--- src/sv/fifo_wait_queue_with_removal_core_macros.svh ---
// assertion macros shared by the wait queue rtl
// expects signals named clk and rst_n in the using module
`ifndef FIFO_WAIT_QUEUE_WITH_REMOVAL_CORE_MACROS_SVH
`define FIFO_WAIT_QUEUE_WITH_REMOVAL_CORE_MACROS_SVH

// same-cycle implication, disabled in reset
`define FWQ_ASSERT_IMP(label, ante, cons, msg) \
    label: assert property (@(posedge clk) disable iff (!rst_n) (ante) |-> (cons)) \
        else $error(msg);

// next-cycle implication, disabled in reset
`define FWQ_ASSERT_NXT(label, ante, cons, msg) \
    label: assert property (@(posedge clk) disable iff (!rst_n) (ante) |=> (cons)) \
        else $error(msg);

`endif

--- src/sv/fwq_pkg.sv ---
// shared constants, codes and control structs of the wait queue
// no dependencies
package fwq_pkg;

    localparam int NUM_WAITERS  = 16;
    localparam int RESULT_LIMIT = 16;
    localparam int ID_W         = 4;
    localparam int COUNT_W      = 7;
    localparam int SLOT_W       = $clog2(NUM_WAITERS);
    localparam int LINK_W       = $clog2(NUM_WAITERS + 1);
    localparam int REM_W        = $clog2(RESULT_LIMIT + 1);
    localparam int CMP_W        = (LINK_W > ID_W) ? LINK_W : ID_W;

    localparam logic [LINK_W-1:0] NIL_LINK = LINK_W'(NUM_WAITERS);

    typedef enum logic [1:0] {
        ACT_WAIT      = 2'd0,
        ACT_UNWAIT    = 2'd1,
        ACT_WAKE_MANY = 2'd2,
        ACT_WAKE_ONE  = 2'd3
    } action_t;

    typedef enum logic [1:0] {
        ST_IDLE,
        ST_EXEC,
        ST_UNLINK,
        ST_WALK
    } state_t;

    // controller to datapath
    typedef struct packed {
        logic load;       // capture the input word
        logic append;     // link the item at the tail
        logic rd_item;    // read both links of the item slot
        logic unlink;     // splice the item out using the read links
        logic rd_head;    // read the next link of the head slot
        logic walk;       // pop the head, emit it, prefetch the following link
        logic emit_none;  // emit a result without a woken id
        logic dup;        // flag the result as a duplicate wait
        logic emit_id;    // emit the item id without touching the list
    } cmd_t;

    // datapath to controller
    typedef struct packed {
        action_t action;
        logic    id_ok;
        logic    item_queued;
        logic    cnt_zero;
        logic    walk_last;
    } sts_t;

endpackage

--- src/sv/fwq_ram.sv ---
// generic single write port ram with one registered read port
// no dependencies
module fwq_ram #(
    parameter int WIDTH = 8,
    parameter int DEPTH = 16
) (
    input  logic                     clk,
    input  logic                     we,
    input  logic [$clog2(DEPTH)-1:0] waddr,
    input  logic [WIDTH-1:0]         wdata,
    input  logic                     re,
    input  logic [$clog2(DEPTH)-1:0] raddr,
    output logic [WIDTH-1:0]         rdata
);

    logic [WIDTH-1:0] mem [DEPTH];
    logic [WIDTH-1:0] rdata_reg;

    always_ff @(posedge clk)
    begin
        if (we)
        begin
            mem[waddr] <= wdata;
        end
        if (re)
        begin
            rdata_reg <= mem[raddr];
        end
    end

    assign rdata = rdata_reg;

endmodule

--- src/sv/fwq_ctrl.sv ---
// sequencing state machine of the wait queue
// depends on fwq_pkg
module fwq_ctrl (
    input  logic          clk,
    input  logic          rst_n,
    input  logic          start,
    input  fwq_pkg::sts_t sts,
    output fwq_pkg::cmd_t cmd,
    output logic          busy
);
    import fwq_pkg::*;

    state_t state_reg;
    state_t state_next;

    always_ff @(posedge clk or negedge rst_n)
    begin
        if (!rst_n)
        begin
            state_reg <= ST_IDLE;
        end
        else
        begin
            state_reg <= state_next;
        end
    end

    // next state
    always_comb
    begin
        state_next = state_reg;
        case (state_reg)
            ST_IDLE:
            begin
                if (start)
                begin
                    state_next = ST_EXEC;
                end
            end
            ST_EXEC:
            begin
                state_next = ST_IDLE;
                case (sts.action)
                    ACT_UNWAIT, ACT_WAKE_ONE:
                    begin
                        if (sts.item_queued)
                        begin
                            state_next = ST_UNLINK;
                        end
                    end
                    ACT_WAKE_MANY:
                    begin
                        if (!sts.cnt_zero)
                        begin
                            state_next = ST_WALK;
                        end
                    end
                    default:
                    begin
                        state_next = ST_IDLE;
                    end
                endcase
            end
            ST_UNLINK:
            begin
                state_next = ST_IDLE;
            end
            ST_WALK:
            begin
                if (sts.walk_last)
                begin
                    state_next = ST_IDLE;
                end
            end
            default:
            begin
                state_next = ST_IDLE;
            end
        endcase
    end

    // commands
    always_comb
    begin
        cmd = '0;
        case (state_reg)
            ST_IDLE:
            begin
                cmd.load = start;
            end
            ST_EXEC:
            begin
                case (sts.action)
                    ACT_WAIT:
                    begin
                        cmd.emit_none = 1'b1;
                        cmd.dup       = sts.item_queued;
                        cmd.append    = sts.id_ok && !sts.item_queued;
                    end
                    ACT_UNWAIT:
                    begin
                        cmd.rd_item   = sts.item_queued;
                        cmd.emit_none = !sts.item_queued;
                    end
                    ACT_WAKE_MANY:
                    begin
                        cmd.rd_head   = !sts.cnt_zero;
                        cmd.emit_none = sts.cnt_zero;
                    end
                    ACT_WAKE_ONE:
                    begin
                        cmd.rd_item   = sts.item_queued;
                        cmd.emit_id   = sts.id_ok && !sts.item_queued;
                        cmd.emit_none = !sts.id_ok;
                    end
                    default:
                    begin
                        cmd.emit_none = 1'b1;
                    end
                endcase
            end
            ST_UNLINK:
            begin
                cmd.unlink = 1'b1;
            end
            ST_WALK:
            begin
                cmd.walk = 1'b1;
            end
            default:
            begin
                cmd = '0;
            end
        endcase
    end

    assign busy = (state_reg != ST_IDLE);

endmodule

--- src/sv/fwq_dp.sv ---
// datapath of the wait queue: list registers, link rams, result register
// depends on fwq_pkg, fwq_ram and the assertion macro header
`include "fifo_wait_queue_with_removal_core_macros.svh"

module fwq_dp (
    input  logic                       clk,
    input  logic                       rst_n,
    input  logic [1:0]                 action,
    input  logic [fwq_pkg::ID_W-1:0]   waiter_id,
    input  logic [fwq_pkg::COUNT_W-1:0] wake_count,
    input  fwq_pkg::cmd_t              cmd,
    output fwq_pkg::sts_t              sts,
    output logic                       done,
    output logic                       woken_valid,
    output logic [fwq_pkg::ID_W-1:0]   woken_id,
    output logic                       last,
    output logic                       queue_empty,
    output logic                       status
);
    import fwq_pkg::*;

    // captured input word
    action_t              action_reg;
    logic [ID_W-1:0]      id_reg;
    logic [COUNT_W-1:0]   count_reg;

    // list state
    logic [LINK_W-1:0]      head_reg, head_next;
    logic [LINK_W-1:0]      tail_reg, tail_next;
    logic [LINK_W-1:0]      occ_reg, occ_next;
    logic [NUM_WAITERS-1:0] queued_reg, queued_next;
    logic [REM_W-1:0]       rem_reg, rem_next;

    // result register
    logic            done_reg, done_next;
    logic            valid_reg, valid_next;
    logic [ID_W-1:0] wid_reg, wid_next;
    logic            last_reg, last_next;
    logic            empty_reg, empty_next;
    logic            status_reg, status_next;

    // link rams
    logic              nx_we, nx_re, pv_we, pv_re;
    logic [SLOT_W-1:0] nx_waddr, nx_raddr, pv_waddr, pv_raddr;
    logic [LINK_W-1:0] nx_wdata, pv_wdata, next_rd, prev_rd;

    logic              id_ok;
    logic [SLOT_W-1:0] id_slot;
    logic [LINK_W-1:0] id_link;
    logic [LINK_W-1:0] ul_p, ul_n, wk_n;
    logic [COUNT_W-1:0] occ_ext, clamp_a;
    logic [REM_W-1:0]   clamp;

    fwq_ram #(.WIDTH(LINK_W), .DEPTH(NUM_WAITERS)) u_next_ram (
        .clk   (clk),
        .we    (nx_we),
        .waddr (nx_waddr),
        .wdata (nx_wdata),
        .re    (nx_re),
        .raddr (nx_raddr),
        .rdata (next_rd)
    );

    fwq_ram #(.WIDTH(LINK_W), .DEPTH(NUM_WAITERS)) u_prev_ram (
        .clk   (clk),
        .we    (pv_we),
        .waddr (pv_waddr),
        .wdata (pv_wdata),
        .re    (pv_re),
        .raddr (pv_raddr),
        .rdata (prev_rd)
    );

    always_comb
    begin
        id_ok   = (CMP_W'(id_reg) < CMP_W'(NUM_WAITERS));
        id_slot = SLOT_W'(id_reg);
        id_link = LINK_W'(id_reg);
        // end links are not taken from the rams, the head and tail decide them
        ul_p    = (head_reg == id_link) ? NIL_LINK : prev_rd;
        ul_n    = (tail_reg == id_link) ? NIL_LINK : next_rd;
        wk_n    = (head_reg == tail_reg) ? NIL_LINK : next_rd;
        occ_ext = COUNT_W'(occ_reg);
        clamp_a = (count_reg < occ_ext) ? count_reg : occ_ext;
        clamp   = (clamp_a > COUNT_W'(RESULT_LIMIT)) ? REM_W'(RESULT_LIMIT)
                                                     : REM_W'(clamp_a);
    end

    always_comb
    begin
        sts.action      = action_reg;
        sts.id_ok       = id_ok;
        sts.item_queued = id_ok && queued_reg[id_slot];
        sts.cnt_zero    = (clamp == '0);
        sts.walk_last   = (rem_reg == REM_W'(1));
    end

    // ram ports
    always_comb
    begin
        nx_we    = 1'b0;
        nx_waddr = SLOT_W'(tail_reg);
        nx_wdata = id_link;
        pv_we    = 1'b0;
        pv_waddr = id_slot;
        pv_wdata = tail_reg;
        if (cmd.append)
        begin
            nx_we = (tail_reg != NIL_LINK);
            pv_we = 1'b1;
        end
        else if (cmd.unlink)
        begin
            nx_we    = (ul_p != NIL_LINK);
            nx_waddr = SLOT_W'(ul_p);
            nx_wdata = ul_n;
            pv_we    = (ul_n != NIL_LINK);
            pv_waddr = SLOT_W'(ul_n);
            pv_wdata = ul_p;
        end
        nx_re    = cmd.rd_item || cmd.rd_head || cmd.walk;
        nx_raddr = cmd.walk ? SLOT_W'(wk_n) : (cmd.rd_head ? SLOT_W'(head_reg) : id_slot);
        pv_re    = cmd.rd_item;
        pv_raddr = id_slot;
    end

    // list update and result
    always_comb
    begin
        head_next   = head_reg;
        tail_next   = tail_reg;
        occ_next    = occ_reg;
        queued_next = queued_reg;
        rem_next    = rem_reg;
        done_next   = 1'b0;
        valid_next  = 1'b0;
        wid_next    = '0;
        last_next   = 1'b1;
        status_next = 1'b0;
        if (cmd.append)
        begin
            if (head_reg == NIL_LINK)
            begin
                head_next = id_link;
            end
            tail_next            = id_link;
            queued_next[id_slot] = 1'b1;
            occ_next             = occ_reg + LINK_W'(1);
        end
        else if (cmd.unlink)
        begin
            if (head_reg == id_link)
            begin
                head_next = ul_n;
            end
            if (tail_reg == id_link)
            begin
                tail_next = ul_p;
            end
            queued_next[id_slot] = 1'b0;
            occ_next             = occ_reg - LINK_W'(1);
            done_next            = 1'b1;
            valid_next           = (action_reg == ACT_WAKE_ONE);
            wid_next             = (action_reg == ACT_WAKE_ONE) ? id_reg : '0;
        end
        else if (cmd.walk)
        begin
            head_next = wk_n;
            if (head_reg == tail_reg)
            begin
                tail_next = NIL_LINK;
            end
            queued_next[SLOT_W'(head_reg)] = 1'b0;
            occ_next   = occ_reg - LINK_W'(1);
            rem_next   = rem_reg - REM_W'(1);
            done_next  = 1'b1;
            valid_next = 1'b1;
            wid_next   = ID_W'(head_reg);
            last_next  = (rem_reg == REM_W'(1));
        end
        if (cmd.rd_head)
        begin
            rem_next = clamp;
        end
        if (cmd.emit_none)
        begin
            done_next   = 1'b1;
            status_next = cmd.dup;
        end
        if (cmd.emit_id)
        begin
            done_next  = 1'b1;
            valid_next = 1'b1;
            wid_next   = id_reg;
        end
        empty_next = (occ_next == '0);
    end

    always_ff @(posedge clk or negedge rst_n)
    begin
        if (!rst_n)
        begin
            head_reg   <= NIL_LINK;
            tail_reg   <= NIL_LINK;
            occ_reg    <= '0;
            queued_reg <= '0;
            rem_reg    <= '0;
            done_reg   <= 1'b0;
        end
        else
        begin
            head_reg   <= head_next;
            tail_reg   <= tail_next;
            occ_reg    <= occ_next;
            queued_reg <= queued_next;
            rem_reg    <= rem_next;
            done_reg   <= done_next;
        end
    end

    always_ff @(posedge clk)
    begin
        if (cmd.load)
        begin
            action_reg <= action_t'(action);
            id_reg     <= waiter_id;
            count_reg  <= wake_count;
        end
        valid_reg  <= valid_next;
        wid_reg    <= wid_next;
        last_reg   <= last_next;
        empty_reg  <= empty_next;
        status_reg <= status_next;
    end

    assign done        = done_reg;
    assign woken_valid = valid_reg;
    assign woken_id    = wid_reg;
    assign last        = last_reg;
    assign queue_empty = empty_reg;
    assign status      = status_reg;

    `FWQ_ASSERT_IMP(a_empty_ends, occ_reg == '0, (head_reg == NIL_LINK) && (tail_reg == NIL_LINK), "empty queue keeps a head or tail")
    `FWQ_ASSERT_IMP(a_full_ends, occ_reg != '0, (head_reg != NIL_LINK) && (tail_reg != NIL_LINK), "nonempty queue lost its head or tail")
    `FWQ_ASSERT_IMP(a_flag_count, 1'b1, $countones(queued_reg) == int'(occ_reg), "queued flags disagree with occupancy")
    `FWQ_ASSERT_NXT(a_walk_emits, cmd.walk, done_reg && valid_reg, "walk step emitted no woken word")

endmodule

--- src/sv/fifo_wait_queue_with_removal_core.sv ---
// top level of the fifo wait queue with removal
// depends on fwq_pkg, fwq_ctrl, fwq_dp (which holds the fwq_ram link stores)
//
// usage
//   a command word (action, waiter_id, wake_count) is taken at a rising edge
//   with start high and busy low; busy stays high until the queue is ready
//   for the next command
//   actions: wait appends at the tail, unwait removes from anywhere, wake
//   many pops up to wake_count waiters from the head, wake specific removes
//   the named waiter if queued and always reports it
//   each result word sits on the result ports for one cycle with done high;
//   the receiver cannot stall, so no back pressure exists on that side
// timing
//   wait, unwait of an idle slot, wake specific of an idle slot and an empty
//   wake many: result from execute, next command may be taken while shown
//   unwait or wake specific of a queued slot: adds the unlink state
//   wake many of n waiters: execute reads the head's next link, then one word
//   per cycle from the walk state; the walk is set by the registered
//   read port of the next-link ram, prefetched one waiter ahead
//   the command after a burst may be taken while the last word is shown
// reset
//   rst_n clears the head, tail, occupancy and queued flags; link rams need
//   no clearing since only links of queued slots are ever used
module fifo_wait_queue_with_removal_core (
    input  logic                        clk,
    input  logic                        rst_n,
    input  logic                        start,
    output logic                        busy,
    input  logic [1:0]                  action,
    input  logic [fwq_pkg::ID_W-1:0]    waiter_id,
    input  logic [fwq_pkg::COUNT_W-1:0] wake_count,
    output logic                        done,
    output logic                        woken_valid,
    output logic [fwq_pkg::ID_W-1:0]    woken_id,
    output logic                        last,
    output logic                        queue_empty,
    output logic                        status
);
    import fwq_pkg::*;

    // command and status between sequencer and datapath
    cmd_t cmd;
    sts_t sts;

    fwq_ctrl u_ctrl (
        .clk   (clk),
        .rst_n (rst_n),
        .start (start),
        .sts   (sts),
        .cmd   (cmd),
        .busy  (busy)
    );

    fwq_dp u_dp (
        .clk         (clk),
        .rst_n       (rst_n),
        .action      (action),
        .waiter_id   (waiter_id),
        .wake_count  (wake_count),
        .cmd         (cmd),
        .sts         (sts),
        .done        (done),
        .woken_valid (woken_valid),
        .woken_id    (woken_id),
        .last        (last),
        .queue_empty (queue_empty),
        .status      (status)
    );

endmodule
--- config.mk ---
export PLATFORM = sky130hd
export DESIGN_NAME = fifo_wait_queue_with_removal_core
export DESIGN_NICKNAME = d
export VERILOG_FILES = /design/src/sv/fwq_pkg.sv /design/src/sv/fwq_ram.sv /design/src/sv/fwq_ctrl.sv /design/src/sv/fwq_dp.sv /design/src/sv/fifo_wait_queue_with_removal_core.sv
export VERILOG_INCLUDE_DIRS = /design/src /design/src/sv
export SDC_FILE = /design/constraint.sdc
export NUM_CORES = 1
export LEC_CHECK = 0
export BUFFER_PORTS_ARGS = -buffer_cell sky130_fd_sc_hd__buf_4
export CAP_MARGIN = 20
export CORE_ASPECT_RATIO = 1.75
export CORE_MARGIN = 5
export CORE_UTILIZATION = 50
export DETAILED_ROUTE_END_ITERATION = 12
export GPL_TIMING_DRIVEN = 0
export PLACE_DENSITY = 0.67
export SLEW_MARGIN = 10
export SYNTH_ARGS = -nofsm -noshare
export SYNTH_HDL_FRONTEND = slang
export SYNTH_SLANG_ARGS = --single-unit
export TNS_END_PERCENT = 1
--- constraint.sdc ---
create_clock -name clk -period 4 [get_ports clk]
set_input_delay 0.6 -clock clk [delete_from_list [all_inputs] [get_ports clk]]
set_output_delay 0.6 -clock clk [all_outputs]
set_load 0.02 [all_outputs]
; ---- After elaboration in Yosys (flattened, before gate mapping)
; Memory sizes are Yosys's and may differ from the RTL's. A register that Yosys moved wholly into a read port is not among the register bits.
; Cells that the tools add are included.
[word_totals]
regBits = 60
ram_bits = 160
inputBits = 16
out_inout_bits = 10
mem_count = 2
[mem_list]
columns = name, words, word_bits, rd, rd_clocked_by_memory_dff, wr, line_no
row1 = u_dp.u_next_ram.mem, 16, 5, 1, 1, 1, fwq_ram.sv:16  ; logic [WIDTH-1:0] mem [DEPTH];
row2 = u_dp.u_prev_ram.mem, 16, 5, 1, 1, 1, fwq_ram.sv:16
[classes]
n_addsub = 3
magnitude_cmp = 6
eq_ne = 21
muxes = 79
bitwise_logic = 6
reduce_logical = 21
[op_table]
columns = cell, n
row1 = $mux 5, 25
row2 = $mux 16, 3
row3 = $mux 4, 11
row4 = $and 16x16->16, 2
row5 = $not 16->16, 2
row6 = $mux 1, 27
row7 = $or 16x16->16, 1
row8 = $ne 5x5->1 const B, 3
row9 = $reduce_and 3->1, 4
row10 = $eq 5x4->1, 2
row11 = $logic_not 5->1, 2
row12 = $lt 4x5->1 const B, 2
row13 = $mux 2, 5
row14 = $sub 5x1->5 const B, 2
row15 = $demux 1 s4, 2
row16 = $eq 2x2->1 const B, 4
row17 = $ge 4x1->1 const B, 2
row18 = $pmux 2 s4, 1
row19 = $gt 7x5->1 const B, 1
row20 = $lt 7x5->1, 1
row21 = $mux 7, 1
row22 = $ne 2x1->1 const B, 3
row23 = $ne 3x1->1 const B, 2
row24 = $reduce_bool 3->1, 2
row25 = other kinds (19), 26

; ---- Logic depth before layout (Yosys ltp)
; Gate-level depths: netlist of run 1.
[depth]
depth_word = 10
mapped_depth = 14

; ---- Hierarchy
; Synthesis of run 1 repeated with hierarchy kept, for this count alone.
[hier_totals]
hier_cells = 704
area_unflattened_um2 = 10256.1
[modules_own_cells]
columns = mod, n_inst, cells_per_inst, area_per_inst_um2, seq_area_each_um2
row1 = fwq_ram, 2, 155, 3263.1, 2552.4
row2 = fwq_dp, 1, 366, 3503.4, 1478.9
row3 = fwq_ctrl, 1, 28, 226.5, 50.0

; ---- Least setup slack after synthesis of run 1
; OpenSTA, ideal clock, no wires.
[synth_path]
path_type = reg-to-reg
start = register u_dp.occ_reg[4]
end = register u_dp.u_next_ram.rdata_reg[0] (netlist: u_dp.u_next_ram.rdata[0]) (read register of u_dp.u_next_ram.mem) (data pin)
arrival_time_ns = 2.930
setup_slack_ns = 0.802
path_stages_with_launch = 13
n_path_buf = 2
period_less_slack_ns = 3.198
path_cell_list = dfrtp_1 inv_1 ha_1 a2111oi_0 o21ai_1 mux2i_4 mux2_4 or2_1 buf_6 buf_6 a211o_1 a32oi_1 o211ai_1
[synth_between]
elab_chain_len = 10
word_cells_on_any_way = 12
classes_between = 2 x order compare / 6 x mux / 4 x reduce/logical
[synth_lines]
columns = item, line_no
row1 = from (decl), fwq_dp.sv:30  ; logic [LINK_W-1:0] occ_reg, occ_next;
row2 = from (signal assigned), fwq_dp.sv:214  ; occ_reg <= occ_next;
row3 = $lt 7x5->1, fwq_dp.sv:84  ; clamp_a = (count_reg < occ_ext) ? count_reg : occ_ext;
row4 = $mux 7 *, fwq_dp.sv:84
row5 = $gt 7x5->1, fwq_dp.sv:85  ; clamp = (clamp_a > COUNT_W'(RESULT_LIMIT)) ? REM_W'(RESULT_LIMIT)
row6 = $mux 5 *, fwq_dp.sv:85
row7 = $logic_not 5->1 *, fwq_dp.sv:94  ; sts.cnt_zero = (clamp == '0);
row8 = $logic_not 1->1 *, --
row9 = $mux 1 *, fwq_ctrl.sv:93  ; case (sts.action)
row10 = $mux 1 *, fwq_ctrl.sv:86  ; case (state_reg)
row11 = $mux 4 or $logic_or 1x1->1 (tied branches) (2 in a row), "fwq_dp.sv:122, fwq_dp.sv:121"
row12 = to (decl), fwq_ram.sv:17  ; logic [WIDTH-1:0] rdata_reg;
; Mark *: on every way between the ends. The rest lies on a longest branch, timed or not.
; A chain may end at the register's enable or synchronous reset.

; ---- Worst setup path in the final report of run 1
[layout_path]
start = register u_dp.id_reg[0]
end = memory u_dp.u_prev_ram.mem[3][2] in the netlist's numbering, enable pin
[layout_between]
elab_chain_len = 8
word_cells_on_any_way = 14
classes_between = 2 x eq/ne / 11 x mux / 1 x reduce/logical
[layout_lines]
columns = item, line_no
row1 = from (decl), fwq_dp.sv:24  ; logic [ID_W-1:0] id_reg;
row2 = from (signal assigned), fwq_dp.sv:226  ; id_reg <= waiter_id;
row3 = $bmux 1 s4, fwq_dp.sv:93  ; sts.item_queued = id_ok && queued_reg[id_slot];
row4 = $mux 1 (implied by the code), fwq_dp.sv:93
row5 = $logic_not 1->1, fwq_ctrl.sv:98  ; cmd.append = sts.id_ok && !sts.item_queued;
row6 = $mux 1, fwq_ctrl.sv:93
row7 = $mux 2, fwq_ctrl.sv:86
row8 = $mux 1, fwq_dp.sv:107  ; if (cmd.append)
row9 = $mux 1, fwq_ram.sv:21  ; if (we)
row10 = $mux 1 (implied by the code), fwq_ram.sv:23  ; mem[waddr] <= wdata;
row11 = to (decl), fwq_ram.sv:16
; Several ways; a longest one is shown, not always the timed one. The select of a mux whose other input is x is not followed.

==> reports/results.ini, run 1 <==
[synth]
yosysSeqAreaShare_pct = 64.79
syn_nets = 795
ys.flop_type = edfxtp_1
netlist_area_mm2 = 0.01024
post_synth_num_cell_types = 69
ys_warn_count = 0
postSynthAreaPerCell_um2 = 13.28
synth_common_cells = edfxtp_1 (183), nand2_1 (87), nor2_1 (74)
synth_edf_count = 183
synth-seq-cells = 230
synth.most_common_cell = edfxtp_1
synth.top_cells.by_area = edfxtp_1 (54%), dfrtp_1 (9.0%), mux4_2 (6.6%)
synth_cells = 771
async_reset_ff_share_pct = 16.96
synth_top_area_share_pct = 53.67
synth_top_cell_by_area = edfxtp_1

[global_route]
antenna_found_initial = 0
gr-total-overflow = 0
grt_max_degree = 40
grtUsageTotal_pct = 21.43
grt_first_pass_wirelength_mm = 39.49
grt_pass1_vias = 7142

[layout]
drive_gt1_share_pct = 16.71
area_delta_synth_final_pct = 12.05
fillerInstances = 1616
nets = 848
antenna_cells = 0
final_core_util_pct = 56.55
layout.cells.non_filler = 1086

[drt]
vias = 6761
wire_per_inst_um = 23.34
drtPass1Iterations = 7
drt_first_iter_violations = 504
ant_nets = 0
routed_wl_mm = 25.34
drc_errors = 0
viasPerCell = 6.226

[placed_design]
gp_congestion = 0.9154
dp.cells = 1046
hpwlAfterDp_mm = 18.31
io_buffer_count = 25

[floorplanning]
start_util_pct = 50.47
ios = 26
dieHeight_um = 199.3
dieArea_mm2 = 0.02355
core_area_mm2 = 0.02029
die_w_um = 118.2
rows = 69

[setup_path]
endpoint_kind = flip-flop
cp_max_fo = 10
worst-r2r-cell-count = 9
crit_type = reg -> reg
critPathArrivalTime_ps = 4020
crit_required_ps = 4140
critPathLaunchType = flip-flop

[sta]
final_hold_viol_count = 0
max_freq_mhz = 257.6
finalMaxSlewViolations = 0
setup_violations = 0
rsz0062_at_grt = yes
period_share_pct = 97.05
clock_skew_ps = 9.918
post-route-min-period_ps = 3882
worstMarginPinSlew_ps = 984.6
relSlewSlack_pct = 33.50

[power_and_ir_drop]
ir_drop_mv = 0.6681
leakage_nw = 3.984
powerDensity_mw_per_mm2 = 711.3
finalPower_mw = 8.160

[cts]
tritoncts = built
htreeDepth = 1
clk_latency_ps = 500
clockBufferDepth = 3
cts_sinks = 230
cts-root-buf = clkbuf_16
cts_buffers = 21
holdBufCountCts = 0
clk_pin_slew_ps = 70

[run]
maxCapViolations = 0

[hold_path]
hp-class = in -> async

[run_status]
status = complete, no violations

[per-stage QoR]
step	setup WS (ps)	setup TNS, ps	hold slack [ps]	cell area, um^2
2_1_floorplan	802.4	0	304.4	10240
3_3_place_gp	-16.86	-152.4	485.8	10740
3_5_place_dp	-111.7	-2706	500.6	10760
4_1_cts	29.55	0	80.06	11400
5_1_grt	-47.56	-692.1	106.9	11470
6_report	117.9	0	71.98	11470
[power by group]
group,total (mW),switching (mW),internal [mW]
Combinational,2.82,1.90,0.924
Clock,1.89,0.849,1.04
Sequential,3.45,0.237,3.21
Total,8.16,2.99,5.18
[cell families after synthesis]
family          share of synthesized area [%]
compound gates                          11.32
xor+xnor                                1.796
fa+ha+maj                              0.9777
buf+inv                                 2.798
flops                                   64.79
mux                                     7.577
simple gates                            10.74
[path summary, 6_finish.rpt]
path                                  start                         to  slack (ps)
min in group clk               waiter_id[3]             u_dp.id_reg[3]         280
max in group asynchronous             rst_n            u_dp.rem_reg[2]        3550
hold reg to reg            u_dp.head_reg[4]           u_dp.head_reg[4]         520
setup / recovery             u_dp.id_reg[0]  u_dp.u_prev_ram.mem[3][2]         120
hold / removal                        rst_n         u_dp.queued_reg[7]          70
setup reg to reg             u_dp.id_reg[0]  u_dp.u_prev_ram.mem[3][2]         120
[layout make-up]
type                       count  area [um^2]  share of cell area, %
clock buffer                  25        540.5                  4.712
timing repair buffer          30        232.7                  2.029
clock inverter                12        95.09                 0.8289
tap                          248        310.3                  2.705
buffer                        42        192.7                  1.680
sequential                   230         6634                  57.83
inverter                      26        97.59                 0.8507
multi-input combinational    473         3369                  29.37
[cell usage in the layout (no fill, tap or decap), drive strengths merged, types with 5 or more instances in the layout]
| cell type | count |
|---|---|
| a211o | 5 |
| a211oi | 5 |
| a21oi | 31 |
| a22o | 5 |
| a22oi | 13 |
| a311o | 5 |
| a311oi | 5 |
| a31oi | 6 |
| a32o | 7 |
| a32oi | 12 |
| and3 | 14 |
| buf | 41 |
| clkbuf | 56 |
| clkinv | 9 |
| dfrtp | 37 |
| dfxtp | 8 |
| edfxtp | 183 |
| ha | 8 |
| inv | 26 |
| mux2i | 5 |
| mux4 | 30 |
| nand2 | 87 |
| nand2b | 10 |
| nand3 | 16 |
| nor2 | 76 |
| nor2b | 5 |
| nor3 | 7 |
| nor4 | 8 |
| o211ai | 10 |
| o21ai | 40 |
| xnor2 | 11 |
| xor2 | 10 |
[critical path: stages, from the launching register on]
cell and delay, ps:
edfxtp_1 380, buf_4 270, mux4_2 540, mux4_2 570, nor4_4 490, buf_2 340, a21oi_1 100, nor2_1 160
nand2_1 170, nor2_1 500
[metal layers]
layer	vias up	part of all wire [%]	track usage (%)
li1	3040	-	-
met1	3338	33	22.00
met2	295	56	41.52
met3	88	5.2	2.860
met4	0	5.6	11.52
met5	-	0	0
[timing repair]
action | CTS | global route
gates resized for setup | 1 | 23
endpoints found under the setup margin | 99 | 114
buffers inserted | 0 | 2
Note: power is estimated with default switching activity, not from simulation.
==> inputs of run 2 (changes only) <==
PLACE_DENSITY = 0.7   (was 0.67)
RECOVER_POWER = 25   (was not set)
clock period = 3.5 ns   (was 4 ns; I/O delays follow)
==> run 2 against run 1 <==
Compared with the run above: the flow now finishes with violations (capacitance limit, slew limit); routed wire length is 5.3% lower; largest cell class unchanged; clock power increased by 19%; global-route usage fell by 1.4 points.
==> reports/results.ini, run 2 (synthesis gave the netlist of run 1 again) <==
[power_and_ir_drop]
ir_drop_mv = 0.5982  ; was 0.6681 mV
p_int_mw = 6.165  ; was 5.175 mW
switching_share_pct = 36.42  ; was 36.58%
power.switching_mw = 3.531  ; was 2.985 mW
powerDensity_mw_per_mm2 = 815.5  ; was 711.3 mW/mm^2
p_comb_share_pct = 36.2  ; was 34.6%
p_clk_share_pct = 23.1  ; about the same
leakage_nw = 4.051  ; was 3.984 nW
p_seq_share_pct = 40.7  ; was 42.3%

[layout]
area_delta_synth_final_pct = 16.12  ; was 12.05%
nets = 861  ; was 848
final_core_util_pct = 58.60  ; was 56.55%
most-common-layout-cells = edfxtp_1 (183), nand2_1 (81), nor2_1 (41), clkbuf_1 (39), dfrtp_1 (36)  ; was edfxtp_1 (183), nand2_1 (87), nor2_1 (55), o21ai_0 (37), dfrtp_1 (37)
fin_area_mm2 = 0.01189  ; was 0.01147 mm^2
drive_gt1_share_pct = 21.86  ; was 16.71%
antenna_cells = 0  ; unchanged
layout_commonest_cell = edfxtp_1  ; unchanged

[floorplanning]
core_area_mm2 = 0.02029  ; unchanged
start_util_pct = 50.47  ; unchanged
dieArea_mm2 = 0.02355  ; unchanged
rows = 69  ; unchanged
dieHeight_um = 199.3  ; unchanged
ios = 26  ; unchanged
die_w_um = 118.2  ; unchanged

[sta]
period_share_pct = 98.39  ; was 97.05%
worstMarginPinSlew_ps = 2243  ; was 984.6 ps
postLayoutSetupSlackWorst_ps = 56.50  ; was 117.9 ps
rsz0062_at_grt = yes  ; unchanged
max_freq_mhz = 290.4  ; was 257.6 MHz
setup_violations = 0  ; unchanged
post-route-min-period_ps = 3443  ; was 3882 ps
final_hold_viol_count = 0  ; unchanged
hold-worst-slack_ps = 225.5  ; was 71.98 ps
fin_tns_setup_ps = 0  ; unchanged
relSlewSlack_pct = -49.52  ; was 33.50%
clock_skew_ps = 8.583  ; was 9.918 ps
finalMaxSlewViolations = 40  ; was 0

[drt]
routed_wl_mm = 24.01  ; was 25.34 mm
drtPass1Iterations = 5  ; was 7
drt_first_iter_violations = 465  ; was 504
wire_per_inst_um = 21.84  ; was 23.34 um
vias = 6616  ; was 6761
viasPerCell = 6.020  ; was 6.226
ant_nets = 0  ; unchanged
drc_errors = 0  ; unchanged

[global_route]
grtUsageTotal_pct = 20.08  ; was 21.43%
gr-total-overflow = 0  ; unchanged
grt_pass1_vias = 6749  ; was 7142
grt_first_pass_wirelength_mm = 37.16  ; was 39.49 mm
antenna_found_initial = 0  ; unchanged
grt_max_degree = 40  ; unchanged

[run]
maxCapViolations = 1  ; was 0

[run_status]
status = finished with violations  ; was complete, no violations
violations = capacitance limit, slew limit

[cts]
cts_buffers = 21  ; unchanged
htreeDepth = 1  ; unchanged
clockBufferDepth = 3  ; unchanged
clk_pin_slew_ps = 70  ; about the same
tritoncts = built  ; unchanged
clk_latency_ps = 500  ; about the same
cts_sinks = 230  ; unchanged
holdBufCountCts = 0  ; unchanged
cts-root-buf = clkbuf_16  ; unchanged

[placed_design]
place_ws_ps = -580.6  ; was -111.7 ps
place_area_mm2 = 0.01075  ; was 0.01076 mm^2
hpwlAfterDp_mm = 16.43  ; was 18.31 mm
gp_congestion = 0.9108  ; was 0.9154
io_buffer_count = 25  ; unchanged

[setup_path]
critPathLaunchType = flip-flop  ; unchanged
critPathArrivalTime_ps = 3650  ; was 4020 ps
crit_chain = buf_4 -> or4_1 -> o21ai_1 -> mux2i_4 -> buf_12 -> mux2_4 -> or2_1 -> buf_6 -> buf_8 -> a211o_1 -> a32oi_2 -> o211ai_1  ; was buf_4 -> mux4_2 -> mux4_2 -> nor4_4 -> buf_2 -> a21oi_1 -> nor2_1 -> nand2_1 -> nor2_1
cpPeakStageDelay_ps = 570  ; about the same
crit_required_ps = 3710  ; was 4140 ps
slowest_stage = or4_1  ; was mux4_2
crit_type = reg -> reg  ; unchanged
endpoint_kind = flip-flop  ; unchanged
cp_max_fo = 6  ; was 10

[hold_path]
hp-class = in -> reg  ; was in -> async

[run 2: cell types whose count changed in the layout (fill, tap and decap cells not counted), sizes merged]
cell and delta:
inv -2, bufinv +1, clkinvlp +1, clkinv -1, clkbuf +25, buf -12
clkdlybuf4s15 +1
[run 2: critical path: cells and delay by family (launching register included)]
| family | cells | cell delay (ps) |
|---|---|---|
| compound gates | 4 | 930 |
| flops | 1 | 410 |
| buf+inv | 4 | 600 |
| simple gates | 2 | 800 |
| mux | 2 | 420 |
[run 2: what timing repair did]
item / in CTS / in global routing
cloned: 0 / 0
setup buffers: 5 / 11
pin swaps: 4 / 19
resized for setup: 42 / 69
endpoints found under the setup margin: 166 / 165
[run 2: metal layers]
| metal | vias to the layer above | routed length [um] | track usage (%) |
|---|---|---|---|
| met4 | 0 | 875 | 7.526 |
| met3 | 58 | 1126 | 2.719 |
| met2 | 208 | 13370 | 38.53 |
| met1 | 3274 | 8636 | 22.41 |
| met5 | - | 0 | 0 |
| li1 | 3076 | - | - |
[run 2: power groups by stage]
stage          registers (mW)  clock network [mW]  logic, mW
6_report                 3.95                2.24       3.51
5_1_grt                  3.98                2.41       3.81
4_1_cts                  3.94                2.28       3.19
3_5_place_dp             4.00                   0       3.06
3_3_place_gp             3.99                   0       3.00
2_1_floorplan            3.93                   0       2.10
[run 2: cell type report]
| type | instances | area [um^2] |
|---|---|---|
| clock inverters | 11 | 102.6 |
| fillers | 1585 | 8399 |
| multi-input cells | 473 | 3657 |
| flip-flops and latches | 230 | 6635 |
| clock buffers | 26 | 564.3 |
| inverters | 26 | 107.6 |
| well taps | 248 | 310.3 |
| repair buffers | 43 | 290.3 |
| plain buffers | 42 | 221.5 |
[run 2: stage by stage]
step | power [mW] | std cells
5_1_grt | 10.20 | 1099
3_5_place_dp | 7.058 | 1045
2_1_floorplan | 6.033 | 771
3_3_place_gp | 6.988 | 1044
6_report | 9.696 | 1099
4_1_cts | 9.404 | 1087
[run 2: path summary, 6_finish.rpt]
kind / to / slack [ps] / startpoint / cells past startpoint
worst max-delay path: u_dp.u_next_ram.rdata[1] / 60 / u_dp.count_reg[4] / 12
worst max register to register: u_dp.u_next_ram.rdata[1] / 60 / u_dp.count_reg[4] / 12
max in group asynchronous: u_dp.occ_reg[3] / 1360 / rst_n / 1
min in group asynchronous: u_dp.queued_reg[7] / 690 / rst_n / 1
worst min register to register: u_dp.queued_reg[0] / 500 / u_dp.queued_reg[0] / 1
worst min-delay path: u_dp.count_reg[5] / 230 / wake_count[5] / 1
